==> config.mk <==
export PLATFORM = sky130hd
export DESIGN_NAME = dfw_queue
export DESIGN_NICKNAME = d
export VERILOG_FILES = /design/src/rtl/dfw_pkg.sv /design/src/rtl/dfw_queue.sv
export SDC_FILE = /design/constraint.sdc
export NUM_CORES = 1
export LEC_CHECK = 0
export BUFFER_PORTS_ARGS = -buffer_cell sky130_fd_sc_hd__buf_2
export CORE_UTILIZATION = 32
export CTS_CLUSTER_DIAMETER = 150
export DETAILED_ROUTE_END_ITERATION = 10
export GPL_TIMING_DRIVEN = 0
export PLACE_DENSITY = 0.58
export SYNTH_ARGS = -nofsm -noshare
export SYNTH_HDL_FRONTEND = slang
export SYNTH_SLANG_ARGS = --single-unit
==> constraint.sdc <==
create_clock -name clk -period 1.6 [get_ports clk]
set_clock_uncertainty 0.05 [all_clocks]
set_input_delay 0.48 -clock clk [delete_from_list [all_inputs] [get_ports clk]]
set_output_delay 0.48 -clock clk [all_outputs]
set_load 0.01 [all_outputs]
==> src/rtl/dfw_pkg.sv <==
// Shared widths, codes and types of the disparity row forward warp.
`default_nettype none
package dfw_pkg;

  localparam int MAX_ROW_WIDTH_DEF = 4096;
  localparam int PIXEL_BITS_DEF    = 16;

  localparam int KIND_W     = 2;
  localparam int POS_W      = 12;
  localparam int DISP_W     = 18;
  localparam int GAIN_W     = 11;
  localparam int RWID_W     = 13;
  localparam int PROD_W     = DISP_W + GAIN_W + 1;
  localparam int FRAC_W     = 16;
  localparam int OFS_W      = PROD_W - FRAC_W;
  localparam int TGT_W      = 16;
  localparam int ADDR_MAX_W = 14;
  localparam int APB_AW     = 4;
  localparam int APB_DW     = 32;
  localparam int Q_DEPTH    = 2;

  localparam logic [KIND_W-1:0] KIND_START = 2'd0;
  localparam logic [KIND_W-1:0] KIND_LOAD  = 2'd1;
  localparam logic [KIND_W-1:0] KIND_READ  = 2'd2;

  localparam logic [1:0] REG_EYE   = 2'd0;
  localparam logic [1:0] REG_GAIN  = 2'd1;
  localparam logic [1:0] REG_WIDTH = 2'd2;

  localparam logic [GAIN_W-1:0] GAIN_RESET  = 11'd256;
  localparam logic [RWID_W-1:0] WIDTH_RESET = 13'd4096;

  typedef struct packed {
    logic              eye_select;
    logic [GAIN_W-1:0] gain;
    logic [RWID_W-1:0] row_width;
  } cfg_t;

  typedef struct packed {
    logic [KIND_W-1:0]     op;
    logic [POS_W-1:0]      position;
    logic [ADDR_MAX_W-1:0] target;
    logic                  scatter_ok;
    logic                  read_ok;
  } entry_t;

endpackage
`default_nettype wire

==> src/rtl/dfw_queue.sv <==
// Short FIFO between the front end and the back end.
`default_nettype none
module dfw_queue #(
  parameter int W = 8
) (
  input  wire logic         clk,
  input  wire logic         rst_n,
  input  wire logic         wr_valid,
  output logic              wr_ready,
  input  wire logic [W-1:0] wr_data,
  output logic              rd_valid,
  input  wire logic         rd_ready,
  output logic [W-1:0]      rd_data
);
  localparam int DEPTH = dfw_pkg::Q_DEPTH;
  localparam int PW    = (DEPTH > 1) ? $clog2(DEPTH) : 1;
  localparam int CW    = $clog2(DEPTH + 1);

  logic [W-1:0]  buf_r [DEPTH];
  logic [PW-1:0] wptr_r;
  logic [PW-1:0] rptr_r;
  logic [CW-1:0] count_r;
  logic          push;
  logic          pop;

  assign wr_ready = count_r != CW'(DEPTH);
  assign rd_valid = count_r != '0;
  assign rd_data  = buf_r[rptr_r];
  assign push     = wr_valid && wr_ready;
  assign pop      = rd_valid && rd_ready;

  always_ff @(posedge clk) begin
    if (!rst_n) begin
      wptr_r  <= '0;
      rptr_r  <= '0;
      count_r <= '0;
    end else begin
      if (push) begin
        wptr_r <= (wptr_r == PW'(DEPTH - 1)) ? '0 : wptr_r + 1'b1;
      end
      if (pop) begin
        rptr_r <= (rptr_r == PW'(DEPTH - 1)) ? '0 : rptr_r + 1'b1;
      end
      count_r <= count_r + CW'(push) - CW'(pop);
    end
  end

  always_ff @(posedge clk) begin
    if (push) begin
      buf_r[wptr_r] <= wr_data;
    end
  end
endmodule
`default_nettype wire

Word level (Yosys, flattened, before mapping). Memories as Yosys holds them, arrays and structs flattened. A register that Yosys moved wholly into a read port is not among the register bits. Cells that the tools add are included.

Memories kept: 1. Latch bits: 0. Memory bits (writable): 16. Output and inout port bits: 10. Register bits after elaboration: 4. ROM bits: 0.

Eq/ne operators: 1. Mux-type cells: 6. Div/mod/pow operators: 0. Shift-type cells: 0. Magnitude comparators: 0. Reduce and logical (&&, ||, !) cells: 3. Multipliers: 0. Bitwise operators: 0. Add/subtract/negate cells: 4.

Memory list: buf_r (depth 2, bits a word 8, read ports 1, clocked after memory_dff 1, write ports 1, line dfw_queue.sv:19) `logic [W-1:0] buf_r [DEPTH];`.

Operator list (number): two-way mux 1 bit (6); adder 1 bit, second input constant (2); adder 2 x 1 -> 2 bit (1); logical AND 1 bit (2); inequality test 2 bit, second input constant (1); nonzero test 2 bit (1); subtractor 2 x 1 -> 2 bit (1).

Longest topological paths before layout. Gate-level depths: netlist (run 1).

Word-level depth: 4. Depth in mapped cells: 6.

Worst setup path before layout (run 1). OpenSTA, ideal clock, no wires.

Path kind: register to register. From: reg count_r[0]. To: reg count_r[0]. Buffers on the path: 0. Slack: 236 ps. Data required time: 1435 ps. Data arrival time: 1199 ps. Period minus slack after synthesis: 1364 ps. Cell stages (with the launch flop): 6. Cell sequence: dfxtp_1 or2_1 o21ai_0 nor2_1 ha_1 and2_1.

Elaborated cells on any way between the ends: 6.

RTL lines: from (decl) (line dfw_queue.sv:22) `logic [CW-1:0] count_r;`; from (signal assigned) (line dfw_queue.sv:44) `count_r <= count_r + CW'(push) - CW'(pop);`; nonzero test 2 bit (line dfw_queue.sv:27) `assign rd_valid = count_r != '0;`; named net rd_valid (line dfw_queue.sv:11) `output logic rd_valid,`; logical AND 1 bit (line dfw_queue.sv:30) `assign pop = rd_valid && rd_ready;`; subtractor 2 x 1 -> 2 bit (line dfw_queue.sv:44).

The timed path passes the listed nets, and every way through them passes these cells. A chain may end at the register's enable or synchronous reset.

==> results of run 1 <==
## stage by stage
stage          hold slack [ps]  instances
2_1_floorplan              480         54
3_3_place_gp               495        105
3_5_place_dp               505        105
4_1_cts                    294        109
5_1_grt                    288        109
6_report                   305        109
## report_power, final
part	switching, mW	internal (mW)
Clock	0.164	0.0951
Combinational	0.189	0.285
Sequential	0.0453	0.675
## cells in the final DEF, fill, tap and decap left out, types with 2 or more instances in the layout
cell / instances
and2_1: 3
buf_2: 13
buf_6: 8
clkbuf_4: 3
dfxtp_1: 2
dfxtp_2: 2
edfxtp_1: 16
mux2_4: 8
nand2_1: 2
nand2b_1: 2
nand3_1: 2
## flip-flops by register name (all words and copies together), names as in the netlist, named ones only
register  flops
buf_r        16
count_r       2
rptr_r        1
wptr_r        1
## logic make-up (layout without fill, tap and decap cells)
logic type,after synthesis,count (layout)
buffers and inverters,2,27
XOR/XNOR,1,1
AO/OA/AOI/OAI,6,6
flip-flops,21,21
AND/OR/NAND/NOR,14,14
multiplexers,9,9
adder cells (fa/ha/maj),1,1
## layer usage
layer | part of all wire (%) | global-route usage [%] | wire length, um
met2 | 49 | 16.3 | 621
met4 | 0 | 5.26 | 0
met3 | 6.0 | 2.59 | 76
met5 | 0 | 0 | 0
met1 | 45 | 11.6 | 571
## layout make-up
| cell class | instances | area [um2] |
|---|---|---|
| plain buffers | 1 | 15.0 |
| clock buffers | 3 | 22.5 |
| clock inverters | 1 | 7.51 |
| fillers | 246 | 1360 |
| inverters | 1 | 3.75 |
| multi-input cells | 31 | 292 |
| flip-flops and latches | 21 | 587 |
| well taps | 30 | 37.5 |
| repair buffers | 21 | 155 |
## repair_timing
action / CTS / global route
endpoints found under the hold margin: 0 / 0
pin swaps: 0 / 1
gates resized for setup: 21 / 3
endpoints found under the setup margin: 10 / 10
## worst max-delay path by stage
stage,startpoint,end
after floorplan,count_r[0],count_r[0]
after global placement,flip-flop,rd_data[6]
after detailed placement,flip-flop,rd_data[6]
after CTS,flip-flop,rd_data[6]
after global routing,flip-flop,rd_data[1]
final,flip-flop,rd_data[2]
==> results_dict.tcl, run 1 <==
set metrics [dict create \
    tritoncts_clock_tree "yes" \
    drtPass1Iterations 3 \
    status "complete, but fails checks" \
    timing.critical_path.required_ps 1070 \
    synth_fa_ha_area_share_pct 1.48 \
    ioPinCount 22 \
    clockBufferDepth 2 \
    clk_pin_slew_worst_paths_ps 120 \
    fin_total_pwr_mw 1.45 \
    cts_root_buf "clkbuf_4" \
    postSynthNetCount 67 \
    crit_type "flip-flop to primary output" \
    core_area_um2 2480 \
    worst_min_delay_path_category "primary input to flip-flop" \
    worstReg2RegStart "count_r[1]" \
    total_power_divided_by_cell_area_nw_per_um2 1300 \
    dominant_combinational_cell_family_by_area_after_synthesis "multiplexers" \
    yosysMostFrequentCell "edfxtp_1" \
    r2r_end "count_r[1]" \
    clkSinkCount 21 \
    synth-seq-cells 21 \
    viasPerCell 4.62 \
    crit_path_start_kind "flip-flop" \
    synth_async_sr_flop_share_pct 0 \
    first_iter_violations 6 \
    number_of_global_route_vias_before_repair 460 \
    numCtsBuffers 3 \
    routability_congestion 0.693 \
    post_synth_mux_area_share_pct 11.8 \
    top_family_by_delay_on_critical_path "flip-flops" \
    groute.usage.overall_pct 9.90 \
    worst-endpoint-arrival_ps 1220 \
    antenna-diode-count 0 \
    share_of_the_synthesized_area_in_the_top_cell_type_pct 56.8 \
    max_freq_mhz 571 \
    violations "negative setup slack" \
    syn2layout_area_growth_pct 32.4 \
    timing.max_slew.rel_slack_pct 77.0 \
    critPathSlowestCell "dfxtp_2" \
    reg2reg_setup_slack_ps 200 \
    synth_xor_area_share_pct 1.04 \
    dp_hpwl_um 894 \
    ys_dominant_reg_cell "edfxtp_1" \
    fin_area_um2 1120 \
    yosys.cell_types.count 23 \
    netlist.top_cell.by_area "edfxtp_1" \
    synth_commonest_cells "16 x edfxtp_1, 8 x mux2_2, 5 x dfxtp_1" \
    first_pass_grt_wire_length_um 1950 \
    timing_max_transition_violations_final 0 \
    synth.yosys.warnings 0 \
    setup_viol_count_final 8 \
    worstHoldEndpoint "buf_r[0][2]" \
    timing.final.ws_setup_ps -152 \
    via_count 504 \
    floorplan.die.height_um 53.4 \
    drt.antenna.violating_nets 0 \
    worst_skew_pair.late_latency_ps 300 \
    die-area_um2 2850 \
    setup.worst_path.end_class "primary output" \
    hold_depth 1 \
    ff2ff_path_depth 6 \
    vdd.ir_drop.worst_mv 0.802 \
    synthCells 54 \
    antenna_found_initial 0 \
    min_period_ps 1750 \
    report.final.hold_viol_count 0 \
    fin_util_pct 45.2 \
    final.setup.tns_ps -1200 \
    drt_drc 0 \
    floorplan.initialDensity_pct 34.1 \
    synth_enable_flop_cells 16 \
    netlist_area_before_placement_um2 846 \
    avgRoutedWirePerCell_um 11.6 \
    synth.top_cells.by_area "edfxtp_1 57%, dfxtp_1 12%, mux2_2 11%" \
    post_route_cells_drive_above_1_share_pct 51.9 \
    synth-seq-area-share_pct 68.6 \
    hold_start "wr_data[2]" \
    critical_path_peak_fanout 8 \
    design.final.nets 93 \
    die-width_um 53.4 \
    setup_repair_after_global_routing_missed_its_margin "yes" \
    cts_post_setup_buffers_inserted 0 \
    maxCapViolations 0 \
    yosys.area_share.simple_pct 9.76 \
    cts_hold_repair.buffers 0 \
    dp_worst_setup_slack_ps 73.7 \
    max_slew.worst_pin.slew_ps 344 \
    timing.critical_path.buf_inv 2 \
    overflow 0 \
    placed_area_um2 988 \
    worstSetupPathDepth 3 \
    syn-mean-instance-area_um2 15.7 \
    power_leakage_nw 0.440 \
    cts_htree_levels 1 \
    critical-path-max-stage-delay_ps 350 \
    worst_path_cell_trace "buf_8 > mux2_4 > buf_6" \
    drt_wl_total_um 1270 \
    io_buffers 21 \
    rows 18 \
    fin_crit_sh_pct 109 \
    synth_compound_gate_area_share_pct 6.21 \
    grt_start_max_net_pins 14 \
]
(Power assumes the default switching activity.)
==> run 2: changes to the inputs <==
--- a/config.mk
+++ b/config.mk
@@ -8,3 +8,3 @@
 export BUFFER_PORTS_ARGS = -buffer_cell sky130_fd_sc_hd__buf_2
-export CORE_UTILIZATION = 32
+export CORE_UTILIZATION = 49
 export CTS_CLUSTER_DIAMETER = 150
@@ -12,3 +12,3 @@
 export GPL_TIMING_DRIVEN = 0
-export PLACE_DENSITY = 0.58
+export PLACE_DENSITY = 0.8
 export SYNTH_ARGS = -nofsm -noshare
==> constraint.sdc (replaced) <==
create_clock -name clk -period 1.63 [get_ports clk]
set_clock_uncertainty 0.05 [all_clocks]
set_input_delay 0.163 -clock clk [delete_from_list [all_inputs] [get_ports clk]]
set_output_delay 0.163 -clock clk [all_outputs]
set_load 0.01 [all_outputs]
==> run 2 against run 1 <==
Effect of this change: the run now ends clean; cell area fell by 3.8%; wire length rose by 9.9%; global-route usage rose by 6.8 points; first-iteration DRC count rose by 100%; sequential share of layout area rose by 1.5 points; clock power fell by 5%; combinational power fell by 24%; hold slack got worse by 230 ps; clock-buffer cell count rose by 1; via count rose by 6.7%; register-to-register slack barely moved; flip-flop and latch count did not move.
==> results_dict.tcl, run 2 (synthesized netlist as in run 1, its figures left out) <==
set metrics [dict create \
    status "complete, no violations" \
    die-area_um2 1900 \
    die-width_um 43.5 \
    maxCapViolations 0 \
    tritoncts_clock_tree "yes" \
    clockBufferDepth 2 \
    overflow 0 \
    crit_type "flip-flop to primary output" \
    first_iter_violations 12 \
    routability_congestion 0.646 \
    top_family_by_delay_on_critical_path "multiplexers" \
    final_cell_mix "22 x buf_2, 16 x edfxtp_1, 8 x mux2_2, 8 x dlygate4sd3_1, 5 x dfxtp_1" \
    final.setup.tns_ps 0 \
    max_slew.worst_pin.slew_ps 335 \
    max_freq_mhz 654 \
    cts_htree_levels 1 \
    critical-path-max-stage-delay_ps 360 \
    grt_start_max_net_pins 12 \
    post_route_cells_drive_above_1_share_pct 42.5 \
    dp_hpwl_um 971 \
    worst_min_delay_path_category "primary input to flip-flop" \
    design.final.nets 101 \
    timing.critical_path.buf_inv 2 \
    viasPerCell 5.22 \
    crit_top_cell "buf_2" \
    largest_registers "buf_r (16), count_r (2)" \
    via_count 538 \
    first_pass_grt_wire_length_um 2170 \
    fin_crit_sh_pct 93.8 \
    numCtsBuffers 3 \
    ff2ff_path_depth 6 \
    worstSetupPathDepth 3 \
    drt_wl_total_um 1400 \
    floorplan.die.height_um 43.5 \
    rows 14 \
    total_power_divided_by_cell_area_nw_per_um2 1200 \
    drt.antenna.violating_nets 0 \
    drtPass1Iterations 4 \
    floorplan.initialDensity_pct 54.3 \
    core_area_um2 1560 \
    antenna-diode-count 0 \
    setup_viol_count_final 0 \
    power_leakage_nw 0.423 \
    timing.max_slew.rel_slack_pct 77.6 \
    timing.critical_path.required_ps 1420 \
    avgRoutedWirePerCell_um 13.5 \
    crit_path_start_kind "flip-flop" \
    clk_pin_slew_worst_paths_ps 110 \
    antenna_found_initial 0 \
    vdd.ir_drop.worst_mv 0.769 \
    clkSinkCount 21 \
    number_of_global_route_vias_before_repair 538 \
    ioPinCount 22 \
    cts_post_setup_buffers_inserted 0 \
    n_fill_cell 115 \
    syn2layout_area_growth_pct 27.4 \
    placed_area_um2 971 \
    io_buffers 21 \
    worst-endpoint-arrival_ps 1320 \
    place.detailed.instances 91 \
    timing.final.ws_setup_ps 101 \
    dp_worst_setup_slack_ps 208 \
    groute.usage.overall_pct 16.7 \
    register_with_the_highest_flop_count "buf_r" \
    worst_path_cell_trace "buf_2 > mux2_2 > buf_2" \
    timing_max_transition_violations_final 0 \
    worst_skew_pair.late_latency_ps 300 \
    critical_path_peak_fanout 8 \
    critPathSlowestCell "mux2_2" \
    min_period_ps 1530 \
    setup.worst_path.end_class "primary output" \
    hold_depth 2 \
    hold_start "rst_n" \
    layout.cells.most_common "buf_2" \
    worstReg2RegStart "count_r[0]" \
    cts_resized 0 \
    fin_area_um2 1080 \
    fin_util_pct 69.1 \
    final-instance-count-excl-fill 103 \
    setup_repair_after_global_routing_missed_its_margin "no" \
    report.final.hold_viol_count 0 \
    flip_flop_count_of_the_largest_register_after_layout 16 \
    drt_drc 0 \
    cts_root_buf "clkbuf_4" \
]
## run 2: worst paths after layout
path / slack, ps / to
worst max-delay path: 100 / rd_data[0]
worst min-delay path: 80 / flip-flop
worst min register to register: 550 / wptr_r
worst max register to register: 200 / count_r[1]
## run 2: area by class of cell
| type | instances | area [um2] | area share (%) |
|---|---|---|---|
| Clock buffer | 4 | 26.3 | 2.44 |
| Sequential cell | 21 | 581 | 53.9 |
| Inverter | 1 | 3.75 | 0.348 |
| Timing Repair Buffer | 29 | 185 | 17.2 |
| Buffer | 1 | 5.00 | 0.465 |
| Tap cell | 16 | 20.0 | 1.86 |
| Multi-Input combinational cell | 31 | 256 | 23.8 |
## run 2: routing by layer
| layer | vias up | track usage [%] | share of wire [%] | routed length, um |
|---|---|---|---|---|
| met5 | - | 0 | 0 | 0 |
| met4 | 0 | 11.3 | 3.4 | 47 |
| met3 | 7 | 3.75 | 4.2 | 59 |
| met2 | 19 | 29.6 | 53 | 740 |
| met1 | 246 | 17.4 | 39 | 548 |
| li1 | 266 | - | - | - |
## run 2: worst register-to-register path: cells and delay by family, from the launching register on
family / cells / cell delay [ps]
DFF: 1 / 380
and+or+nand+nor: 3 / 470
AOI/OAI and AO/OA: 1 / 160
muxes: 1 / 140
adders and majority gates: 1 / 180
## run 2: timing repair
| action | 4_1_cts | 5_1_grt |
|---|---|---|
| hold buffers | 8 | 0 |
| endpoints found under the hold margin | 14 | 0 |
| setup endpoints to repair | 0 | 0 |
## run 2: through the flow
step,hold slack (ps),power (mW)
after floorplan,212,0.935
after global placement,300,1.03
after detailed placement,304,1.05
after CTS,68.5,1.31
after global routing,83.6,1.37
final,78.4,1.30
## run 2: where the power goes
part	internal (mW)	total, mW	switching (mW)	leakage (nW)
combinational	0.188	0.358	0.171	0.217
sequential	0.654	0.693	0.0387	0.191
clock	0.0956	0.246	0.151	0.0150
total	0.938	1.30	0.360	0.423
