--- src/rtl/dfw_pkg.sv ---
// Shared widths, codes and types of the disparity row forward warp.
`default_nettype none
package dfw_pkg;

  localparam int MAX_ROW_WIDTH_DEF = 4096;
  localparam int PIXEL_BITS_DEF    = 16;

  localparam int KIND_W     = 2;
  localparam int POS_W      = 12;
  localparam int DISP_W     = 18;
  localparam int GAIN_W     = 11;
  localparam int RWID_W     = 13;
  localparam int PROD_W     = DISP_W + GAIN_W + 1;
  localparam int FRAC_W     = 16;
  localparam int OFS_W      = PROD_W - FRAC_W;
  localparam int TGT_W      = 16;
  localparam int ADDR_MAX_W = 14;
  localparam int APB_AW     = 4;
  localparam int APB_DW     = 32;
  localparam int Q_DEPTH    = 2;

  localparam logic [KIND_W-1:0] KIND_START = 2'd0;
  localparam logic [KIND_W-1:0] KIND_LOAD  = 2'd1;
  localparam logic [KIND_W-1:0] KIND_READ  = 2'd2;

  localparam logic [1:0] REG_EYE   = 2'd0;
  localparam logic [1:0] REG_GAIN  = 2'd1;
  localparam logic [1:0] REG_WIDTH = 2'd2;

  localparam logic [GAIN_W-1:0] GAIN_RESET  = 11'd256;
  localparam logic [RWID_W-1:0] WIDTH_RESET = 13'd4096;

  typedef struct packed {
    logic              eye_select;
    logic [GAIN_W-1:0] gain;
    logic [RWID_W-1:0] row_width;
  } cfg_t;

  typedef struct packed {
    logic [KIND_W-1:0]     op;
    logic [POS_W-1:0]      position;
    logic [ADDR_MAX_W-1:0] target;
    logic                  scatter_ok;
    logic                  read_ok;
  } entry_t;

endpackage
`default_nettype wire

--- src/rtl/dfw_regs.sv ---
// APB configuration registers of the forward warp.
`default_nettype none
module dfw_regs (
  input  wire logic                        clk,
  input  wire logic                        rst_n,
  input  wire logic                        psel,
  input  wire logic                        penable,
  input  wire logic                        pwrite,
  input  wire logic [dfw_pkg::APB_AW-1:0]  paddr,
  input  wire logic [dfw_pkg::APB_DW-1:0]  pwdata,
  output logic      [dfw_pkg::APB_DW-1:0]  prdata,
  output logic                             pready,
  output dfw_pkg::cfg_t                    cfg
);
  logic                         eye_r;
  logic [dfw_pkg::GAIN_W-1:0]   gain_r;
  logic [dfw_pkg::RWID_W-1:0]   width_r;
  logic                         wr_en;
  logic [1:0]                   reg_idx;

  assign pready  = 1'b1;
  assign wr_en   = psel && penable && pwrite;
  assign reg_idx = paddr[3:2];

  always_ff @(posedge clk) begin
    if (!rst_n) begin
      eye_r   <= 1'b0;
      gain_r  <= dfw_pkg::GAIN_RESET;
      width_r <= dfw_pkg::WIDTH_RESET;
    end else if (wr_en) begin
      case (reg_idx)
        dfw_pkg::REG_EYE:   eye_r   <= pwdata[0];
        dfw_pkg::REG_GAIN:  gain_r  <= pwdata[dfw_pkg::GAIN_W-1:0];
        dfw_pkg::REG_WIDTH: width_r <= pwdata[dfw_pkg::RWID_W-1:0];
        default: ;
      endcase
    end
  end

  always_comb begin
    case (reg_idx)
      dfw_pkg::REG_EYE:   prdata = dfw_pkg::APB_DW'(eye_r);
      dfw_pkg::REG_GAIN:  prdata = dfw_pkg::APB_DW'(gain_r);
      dfw_pkg::REG_WIDTH: prdata = dfw_pkg::APB_DW'(width_r);
      default:            prdata = '0;
    endcase
  end

  assign cfg.eye_select = eye_r;
  assign cfg.gain       = gain_r;
  assign cfg.row_width  = width_r;
endmodule
`default_nettype wire

--- config.mk ---
export PLATFORM = sky130hd
export DESIGN_NAME = dfw_regs
export DESIGN_NICKNAME = d
export VERILOG_FILES = /design/src/rtl/dfw_pkg.sv /design/src/rtl/dfw_regs.sv
export SDC_FILE = /design/constraint.sdc
export NUM_CORES = 1
export LEC_CHECK = 0
export ABC_CLOCK_PERIOD_IN_PS = 1010
export BUFFER_PORTS_ARGS = -buffer_cell sky130_fd_sc_hd__buf_2
export CAP_MARGIN = 10
export CORE_MARGIN = 4
export CORE_UTILIZATION = 36
export CTS_CLUSTER_SIZE = 12
export DETAILED_ROUTE_END_ITERATION = 7
export GPL_TIMING_DRIVEN = 0
export PLACE_DENSITY = 0.76
export SETUP_SLACK_MARGIN = 0.4
export SYNTH_ARGS = -nofsm -noshare
export SYNTH_HDL_FRONTEND = slang
export SYNTH_SLANG_ARGS = --single-unit
--- constraint.sdc ---
create_clock -name clk -period 1.01 [get_ports clk]
set_input_delay 0.202 -clock clk [delete_from_list [all_inputs] [get_ports clk]]
set_output_delay 0.202 -clock clk [all_outputs]
set_load 0.05 [all_outputs]
# == Yosys cells after proc, flatten, opt, wreduce, memory -nomap -nowiden ==
# Cells that the tools add are included.
# Widths: inputs -> output; s select.
# word_totals
register_bits,25
wordCells,12
# classes
mux,1
n_eq_ne,2
reduce_logical,6
# op_table
cell,count
$pmux 13 s3,1
$reduce_and 2->1,3
$eq 2x1->1 const B,1
$eq 2x2->1 const B,1
$logic_and 1x1->1,2
$logic_not 2->1,1

# == Depth between registers and ports, before layout ==
# Gate-level depths: netlist of run 1.
# depth
word_depth,3
depth_mapped,5
depth_no_buf,3

# == Worst setup path after synthesis of run 1 ==
# OpenSTA, ideal clock, no wires.
# synth_path
path_kind,register to output
from,reg width_r[0] (netlist name)
to,out prdata[0] (netlist name)
stages_incl_launch_ff,3
setup_slack_ns,-0.693
t_arrival_ns,1.501
required_ns,0.808
path_cell_list,dfxtp_1 mux2i_1 o21ai_1
# synth_between
elab_chain_cells,1
# synth_lines
item,line,rtl
start: declaration,dfw_regs.sv:17,logic [dfw_pkg::RWID_W-1:0] width_r;
start signal: assignment,dfw_regs.sv:29,width_r <= dfw_pkg::WIDTH_RESET;
start signal: assignment,dfw_regs.sv:34,dfw_pkg::REG_WIDTH: width_r <= pwdata[dfw_pkg::RWID_W-1:0];
$pmux 13 s3,dfw_regs.sv:41,case (reg_idx)
end: declaration,dfw_regs.sv:11,"output logic [dfw_pkg::APB_DW-1:0] prdata,"
# No other way between the ends.

# == Worst setup path after layout of run 1 ==
# layout_path
from,reg width_r[7] (netlist name)
to,out prdata[7] (netlist name)
# Same word-level chain as after synthesis.

==> results of run 1 <==
## worst reg2reg max path: cells and delay by family, from the launching register on
kind / cells / cell delay, ns
mux: 1 / 0.16
simple gates: 1 / 0.04
flops: 1 / 0.39
buf+inv: 2 / 0.19
## placed cells by master, fill, tap and decap left out
master                     count
sky130_fd_sc_hd__o41ai_1       1
sky130_fd_sc_hd__conb_1       20
sky130_fd_sc_hd__mux2i_4       1
sky130_fd_sc_hd__buf_4        29
sky130_fd_sc_hd__clkbuf_4      3
sky130_fd_sc_hd__nand2_1      35
sky130_fd_sc_hd__nor2b_4       1
sky130_fd_sc_hd__o21ai_4       1
sky130_fd_sc_hd__clkbuf_1      3
sky130_fd_sc_hd__dfxtp_4      25
sky130_fd_sc_hd__buf_12        5
sky130_fd_sc_hd__buf_2        16
sky130_fd_sc_hd__and2_4        4
sky130_fd_sc_hd__buf_6        30
sky130_fd_sc_hd__o311ai_2      1
sky130_fd_sc_hd__buf_8        34
sky130_fd_sc_hd__o211ai_1      2
sky130_fd_sc_hd__a22o_4       10
sky130_fd_sc_hd__nand3_1       3
sky130_fd_sc_hd__mux2i_1      22
sky130_fd_sc_hd__buf_16        2
sky130_fd_sc_hd__and2b_4       1
sky130_fd_sc_hd__and3_1        1
sky130_fd_sc_hd__inv_1         2
## worst max-delay path by stage
stage	from	endpoint	slack (ns)
2_1_floorplan	width_r[0]	prdata[0]	-0.07
3_3_place_gp	paddr[3]	prdata[0]	-0.44
3_5_place_dp	paddr[3]	prdata[0]	-0.44
4_1_cts	width_r[1]	prdata[1]	-0.30
5_1_grt	width_r[1]	prdata[1]	-0.34
6_report	width_r[7]	prdata[7]	-0.31
## per-stage QoR
step           utilization  power [uW]  instance area (um^2)  TNS, ns
6_report             0.807        2090                  2760    -6.47
5_1_grt              0.807        2180                  2760    -7.75
4_1_cts              0.753        2040                  2570    -5.10
3_5_place_dp         0.573        1500                  1960   -10.67
3_3_place_gp         0.573        1500                  1960   -10.30
2_1_floorplan            -        1410                  1620   -0.170
## registers in the layout, summed over array words and instances, names as in the netlist
name     count
width_r     13
gain_r      11
eye_r        1
## where the power goes
part | internal (uW) | switching [uW]
Combinational | 261 | 396
Clock | 155 | 324
Sequential | 942 | 16.5
Total | 1360 | 736
## Yosys cell counts
cell type,n,area (um^2)
sky130_fd_sc_hd__a22o_1,10,87.6
sky130_fd_sc_hd__and2_1,3,18.8
sky130_fd_sc_hd__and2_4,1,8.76
sky130_fd_sc_hd__and2b_4,1,10.0
sky130_fd_sc_hd__and3_1,1,6.26
sky130_fd_sc_hd__buf_12,1,20.0
sky130_fd_sc_hd__buf_2,4,20.0
sky130_fd_sc_hd__buf_4,21,158
sky130_fd_sc_hd__buf_6,2,22.5
sky130_fd_sc_hd__clkbuf_1,2,7.51
sky130_fd_sc_hd__conb_1,2,7.51
sky130_fd_sc_hd__dfxtp_1,25,500
sky130_fd_sc_hd__inv_1,2,7.51
sky130_fd_sc_hd__mux2i_1,23,230
sky130_fd_sc_hd__nand2_1,35,131
sky130_fd_sc_hd__nand3_1,3,15.0
sky130_fd_sc_hd__nor2b_4,1,13.8
sky130_fd_sc_hd__o211ai_1,2,15.0
sky130_fd_sc_hd__o21ai_1,1,5.00
sky130_fd_sc_hd__o311ai_0,1,8.76
sky130_fd_sc_hd__o41ai_1,1,8.76
## kinds of logic (layout without fill, tap and decap cells)
group | after synthesis | count (layout)
AO/OA/AOI/OAI | 15 | 15
buffers and inverters | 32 | 124
flip-flops | 25 | 25
multiplexers | 23 | 23
other | 2 | 20
AND/OR/NAND/NOR | 45 | 45
## per-layer routing
metal  GRT usage  part of all wire  vias up
li1            -                 -      665
met1       0.236              0.39      654
met2       0.378              0.52       58
met3      0.0296             0.064        8
met4      0.0868             0.020        0
met5           0                 0        -
## area by class of cell
| class | count | area, um^2 |
|---|---|---|
| multi-input cells | 103 | 761 |
| inverters | 2 | 7.51 |
| clock buffers | 4 | 26.3 |
| plain buffers | 30 | 289 |
| flip-flops and latches | 25 | 594 |
| fillers | 189 | 661 |
| repair buffers | 88 | 1020 |
| well taps | 46 | 57.6 |
## what timing repair did
| action | 4_1_cts | 5_1_grt |
|---|---|---|
| hold endpoints to repair | 0 | 0 |
| buffers inserted | 13 | 17 |
| resized for setup | 123 | 15 |
| endpoints found under the setup margin | 63 | 63 |
| pin swaps | 2 | 0 |
| gates cloned | 2 | 0 |
==> results.md, run 1 <==
* First-pass GRT wire length at 6950 um
* Fraction of the cycle the final worst path needs at 1.30
* Cts bufs inserted at 3
* Worst-margin pin slew at roughly 0.50 ns
* Later-pin clock latency in the skew report at around 0.33 ns
* Starting DRC count in detailed routing at 80
* Count of buffer and inverter cells on the critical path at 1
* HPWL after DPL at around 2700 um
* Register clock-pin slew on the reported worst setup and hold paths at 0.15 ns
* Required @ worst endpoint at 0.81 ns
* Filler-free cell count of the finished design at 298
* Final layout net count at around 290
* DRT antenna net count at 0
* Cell count along the critical path at 2
* TritonRoute pass-1 iters at 4
* Synthesis-to-layout area growth at 112%
* Synth Warn # at 0
* Antenna fix cells at 0
* Cells after Synth at 142
* Unrepaired setup endpoints after global routing: true
* Fraction of the mapped netlist area in adder cells at 0
* DRC violations left at 0
* Max-Slew Margin vs Limit at 0.665
* Count of placed standard cells including taps at between 200 and 300
* Final Skew at 0 ns
* Critical path's largest stage delay at just under 0.4 ns
* Fraction of synthesized cell area in xor and xnor cells at 0
* R2R Path Start: width_r[8]
* Multiplexer share of the synthesized area at 0.177
* Vias at 1385
* Max-slew violation count at 0
* Area of the core at 3420 um^2
* Summed instance area of the synthesized netlist at between 1000 and 1500 um^2
* Number of vias per cell after detailed routing at between 4 and 5
* Total routing usage reported by global routing at 0.206
* Worst Reg-to-Reg Cells at 4
* Worst supply voltage drop on vdd at 0.510 mV
* Buffers on Ports at 56
* Flops & latches, synth at 25
* Worst flop-to-flop path endpoint: width_r[8]
* Final hold slack at 0.109 ns
* Critical path startpoint category: flop
* CTS H-tree lvls at 1
* Global placement routability congestion at 0.709
* Initial antenna violation count at 0
* Compound-cell area share of the yosys netlist at 0.0961
* Die Width at 68.2 um
* Hold Path Sink: width_r[11]
* Avg Synthesized Cell Area at 9.17 um^2
* WL per Instance at 16.5 um
* Total die area at 4640 um^2
* Hold Buf Count CTS at 0
* CTS tree: built
* Maximum fanout along the worst path at 3
* Endpoints failing hold at 0
* Row count at 21
* Pleak at 0.00127 uW
* I/O Pins at 99
* Height of the die at 68.2 um
* Place WS at -0.437 ns
* Result of the run: finished, violations left
* Largest delay contributor family on the critical path: flip-flops
* Startpoint of the tightest hold check path: pwdata[11]
* Total power density per cell area at approximately 760 nW/um^2
* Type of the worst min-delay path: input port to flop
* Root buffer cell: sky130_fd_sc_hd__clkbuf_4
* Largest net degree at the start of global routing at 14
* Fraction of final layout cells sized beyond drive strength 1 at 0.647
* Worst path cell trace: a22o_4 -> buf_6
* Dominant combinational cell family by area after synthesis: buffers and inverters
* Slack of the worst reg-to-reg path at 0.16 ns
* Final-report setup violation count at 39
* Number of global-route vias before repair at 1332
* Detailed Route WL at 4920 um
* Simple-gate share of the synthesized area at 0.157
* Hold Path Cell Cnt at 3
* Distinct cells, synth at 21
* Worst path setup slack after routing at -0.308 ns
* Maximum frequency from static timing analysis at 0.759 GHz
* Initial standard-cell utilization of the core at 0.381
* Arrival time of data at the critical path endpoint at 1.12 ns
* Part of the Yosys area used for sequential elements at 0.384
* Maximum clock path buffer count at 2
* CP max stage cell: sky130_fd_sc_hd__dfxtp_4
* Period minus WS final at 1.32 ns
* Max-cap violation count at 0
* Violated checks: negative setup slack
* Global route total overflow at 0
* Number of clock sinks seen by CTS at 25
* Worst setup EP type: output pin
* Start-to-end type of the worst setup path: flop to output pin
Power figures use the tool's default switching activity.
==> run 2: changes to the inputs <==
ABC_AREA = 1   (was not set)
PLACE_DENSITY = 0.75   (was 0.76)
==> run 2 against run 1 <==
The flow still finishes with violations (negative setup slack); first-iteration DRC count rose to 2.5 times the previous value; register-to-register slack better by 0.08 ns; flip-flop and latch count did not move; die area is 5.2% higher; synthesized cell count increased by 55%; clock power is 37% higher; sequential share of layout area down 3.9 points; clock skew did not move; hold slack better by 0.023 ns; area after synthesis rose by 5.9%; cell count grew 26%; critical endpoint is now prdata[8]; largest cell class unchanged; largest power group is now combinational logic.
==> results.md, run 2 <==
* R2R Path Start: width_r[11] (was width_r[8])
* Flops & latches, synth at 25 (unchanged)
* Number of clock sinks seen by CTS at 25 (unchanged)
* Unrepaired setup endpoints after global routing: true (unchanged)
* Place WS at -0.426 ns (was -0.437 ns)
* Required @ worst endpoint at 0.81 ns (about the same)
* Pleak at 0.00162 uW (was 0.00127 uW)
* Max-cap violation count at 0 (unchanged)
* Share of Yosys cell area claimed by the top area cell type at 0.363 (was 0.384)
* DRT antenna net count at 0 (unchanged)
* Final Skew at 0 ns (unchanged)
* Root buffer cell: sky130_fd_sc_hd__clkbuf_8 (was sky130_fd_sc_hd__clkbuf_4)
* Count leader, synth: sky130_fd_sc_hd__nand2_1 (unchanged)
* Commonest cells after routing, fill and taps aside: 44 x sky130_fd_sc_hd__buf_8, 44 x sky130_fd_sc_hd__nor2_1, 29 x sky130_fd_sc_hd__buf_4 (was 35 x sky130_fd_sc_hd__nand2_1, 34 x sky130_fd_sc_hd__buf_8, 30 x sky130_fd_sc_hd__buf_6)
* Number of vias per cell after detailed routing at 5.11 (was 4.65)
* Initial antenna violation count at 0 (unchanged)
* Area of the core at 3690 um^2 (was 3420 um^2)
* Worst setup EP type: output pin (unchanged)
* Cells after Synth at 220 (was 142)
* Synth Warn # at 0 (unchanged)
* Die Width at 69.9 um (was 68.2 um)
* Post-synth top area cell: sky130_fd_sc_hd__dfxtp_1 (unchanged)
* Summed instance area of the synthesized netlist at 1380 um^2 (was 1300 um^2)
* Period minus WS final at 1.23 ns (was 1.32 ns)
* Worst path cell trace: buf_12 -> nor2_4 -> buf_6 -> buf_8 -> nand2_2 -> nand2_4 -> buf_8 (was a22o_4 -> buf_6)
* Net switching fraction of the power at 0.385 (was 0.352)
* First-pass GRT wire length at 9400 um (was 6950 um)
* Maximum frequency from static timing analysis at 0.811 GHz (was 0.759 GHz)
* Height of the die at 69.9 um (was 68.2 um)
* Biggest area contributors in the synthesized netlist: sky130_fd_sc_hd__dfxtp_1 36%, sky130_fd_sc_hd__nand2_1 17%, sky130_fd_sc_hd__nor2_1 14% (was sky130_fd_sc_hd__dfxtp_1 38%, sky130_fd_sc_hd__mux2i_1 18%, sky130_fd_sc_hd__buf_4 12%)
* Cts bufs inserted at 3 (unchanged)
* Part of the total power dissipated in the clock network at 0.244 (was 0.229)
* Global placement routability congestion at 0.760 (was 0.709)
* Starting DRC count in detailed routing at 200 (was 80)
* Violated checks: negative setup slack (unchanged)
* WL per Instance at 19.5 um (was 16.5 um)
* Critical path startpoint category: input port (was flop)
* Total routing usage reported by global routing at 0.242 (was 0.206)
* Flip-flop count of the largest register after layout at 13 (unchanged)
* Sequential cell fraction of total power at 0.369 (was 0.458)
* Filler-free cell count of the finished design at 376 (was 298)
* Type of the worst min-delay path: input port to flop (unchanged)
* Worst supply voltage drop on vdd at 0.596 mV (was 0.510 mV)
* Register clock-pin slew on the reported worst setup and hold paths at 0.10 ns (was 0.15 ns)
* Count of placed standard cells including taps at 342 (was 262)
* EDFF count, synth at 0 (unchanged)
* Synthesis-to-layout area growth at 144% (was 112%)
* I/O Pins at 99 (unchanged)
* TritonRoute pass-1 iters at 6 (was 4)
* Final-report setup violation count at 31 (was 39)
* Setup crit start: paddr[2] (was width_r[7])
* Top FF cell, synth: sky130_fd_sc_hd__dfxtp_1 (unchanged)
* Final layout net count at 370 (was 294)
* Arrival time of data at the critical path endpoint at 1.03 ns (was 1.12 ns)
* Detailed Route WL at 7340 um (was 4920 um)
* Total die area at 4880 um^2 (was 4640 um^2)
* Startpoint of the tightest hold check path: pwdata[12] (was pwdata[11])
* Vias at 1920 (was 1385)
* Fraction of final layout cells sized beyond drive strength 1 at 0.720 (was 0.647)
* Internal power consumption at 1650 uW (was 1360 uW)
* CP max stage cell: sky130_fd_sc_hd__nor2_4 (was sky130_fd_sc_hd__dfxtp_4)
* Avg Synthesized Cell Area at 6.27 um^2 (was 9.17 um^2)
* Maximum fanout along the worst path at 5 (was 3)
* Later-pin clock latency in the skew report at 0.28 ns (was 0.33 ns)
* Total power density per cell area at 799 nW/um^2 (was 760 nW/um^2)
* Antenna fix cells at 0 (unchanged)
* Largest net degree at the start of global routing at 16 (was 14)
* Buffers on Ports at 56 (unchanged)
* Max-slew violation count at 0 (unchanged)
* Distinct cells, synth at 15 (was 21)
* Part of the Yosys area used for sequential elements at 0.363 (was 0.384)
* Row count at 22 (was 21)
* Largest Register: width_r (unchanged)
* Critical path's largest stage delay at 0.16 ns (was 0.39 ns)
* Top Registers: width_r (13), gain_r (11), eye_r (1) (unchanged)
* Endpoints failing hold at 0 (unchanged)
* HPWL after DPL at 3000 um (was 2680 um)
* Initial standard-cell utilization of the core at 0.374 (was 0.381)
* Net switching power of the design at 1030 uW (was 736 uW)
* Global route total overflow at 0 (unchanged)
* Proportion of synthesized flip-flops having asynchronous set or reset at 0 (unchanged)
* Worst path setup slack after routing at -0.223 ns (was -0.308 ns)
* Start-to-end type of the worst setup path: input port to output pin (was flop to output pin)
* Number of global-route vias before repair at 1812 (was 1332)
* CTS H-tree lvls at 1 (unchanged)
* Most common library cells after synthesis: 61 x sky130_fd_sc_hd__nand2_1, 50 x sky130_fd_sc_hd__nor2_1, 27 x sky130_fd_sc_hd__nand3_1, 25 x sky130_fd_sc_hd__dfxtp_1, 23 x sky130_fd_sc_hd__buf_4 (was 35 x sky130_fd_sc_hd__nand2_1, 25 x sky130_fd_sc_hd__dfxtp_1, 23 x sky130_fd_sc_hd__mux2i_1, 21 x sky130_fd_sc_hd__buf_4, 10 x sky130_fd_sc_hd__a22o_1)
* Share of total power in combinational logic at 0.387 (was 0.313)
* CTS tree: built (unchanged)
* Fraction of the cycle the final worst path needs at 1.22 (was 1.30)
* Maximum clock path buffer count at 2 (unchanged)
* Result of the run: finished, violations left (unchanged)
* Crit path top cell by count: sky130_fd_sc_hd__buf_8
* DRC violations left at 0 (unchanged)
==> run 2: changes by cell type in the layout (fill, tap and decap cells not counted), sizes merged, moves of 2 or more <==
cell / previous run / this run
and2: 4 / 0
nand3: 3 / 27
nand2: 35 / 61
nor2: 0 / 53
o211ai: 2 / 0
inv: 2 / 17
a22o: 10 / 0
clkbuf: 6 / 4
mux2i: 23 / 0
==> run 2: worst paths after layout <==
path	end	depth (start not counted)	slack (ns)
worst min register to register	width_r[2]	2	0.54
worst max register to register	width_r[11]	3	0.24
worst min-delay path	width_r[12]	3	0.13
worst max-delay path	prdata[8]	7	-0.22
==> run 2: kinds of logic (layout without fill, tap and decap cells) <==
group,count (synthesis),count (layout),share of synthesized area
DFF,25,25,0.363
AOI/OAI and AO/OA,3,3,0.0109
and+or+nand+nor,141,141,0.414
other,2,20,0.00545
buffers and inverters,49,139,0.207
==> run 2: cell type report <==
type	instances	area, um^2
plain buffers	32	289
clock buffers	3	41.3
clock inverters	1	7.51
fillers	157	327
inverters	17	86.3
multi-input cells	164	1190
flip-flops and latches	25	594
well taps	48	60.1
repair buffers	86	1090
==> run 2: timing repair <==
action | in CTS | in global routing
pin swaps | 11 | 23
hold buffers | 0 | 0
resized for setup | 179 | 41
setup buffers | 14 | 10
endpoints found under the setup margin | 63 | 63
gates cloned | 6 | 0
==> run 2: metrics by stage <==
step / total power (uW) / hold WS, ns / utilization / TNS (ns) / cell area [um^2]
detailed placement: 1680 / 0.425 / 0.611 / -6.52 / 2250
global route: 2760 / 0.142 / 0.911 / -3.71 / 3360
floorplan: 1560 / 0.327 / - / 0 / 1910
finish: 2690 / 0.132 / 0.911 / -3.03 / 3360
global placement: 1680 / 0.414 / 0.611 / -6.24 / 2250
CTS: 2530 / 0.144 / 0.844 / -2.40 / 3110
==> run 2: power groups by stage <==
| stage | sequential (uW) | combinational (uW) | clock, uW |
|---|---|---|---|
| after detailed placement | 999 | 684 | 0 |
| after floorplan | 1070 | 484 | 0 |
| after global routing | 994 | 1080 | 684 |
| after global placement | 998 | 680 | 0 |
| after CTS | 989 | 916 | 629 |
| final | 991 | 1040 | 654 |
==> run 2: critical path: cells and delay by family <==
| kind | cells | cell delay, ns |
|---|---|---|
| and+or+nand+nor | 3 | 0.30 |
| buffers and inverters | 4 | 0.52 |
==> run 2: layer usage <==
metal	part of all wire	up-vias	global-route usage	wire, um
li1	-	857	-	-
met1	0.38	927	0.281	2800
met2	0.52	112	0.426	3850
met3	0.057	24	0.0360	416
met4	0.038	0	0.123	277
met5	0	-	0	0
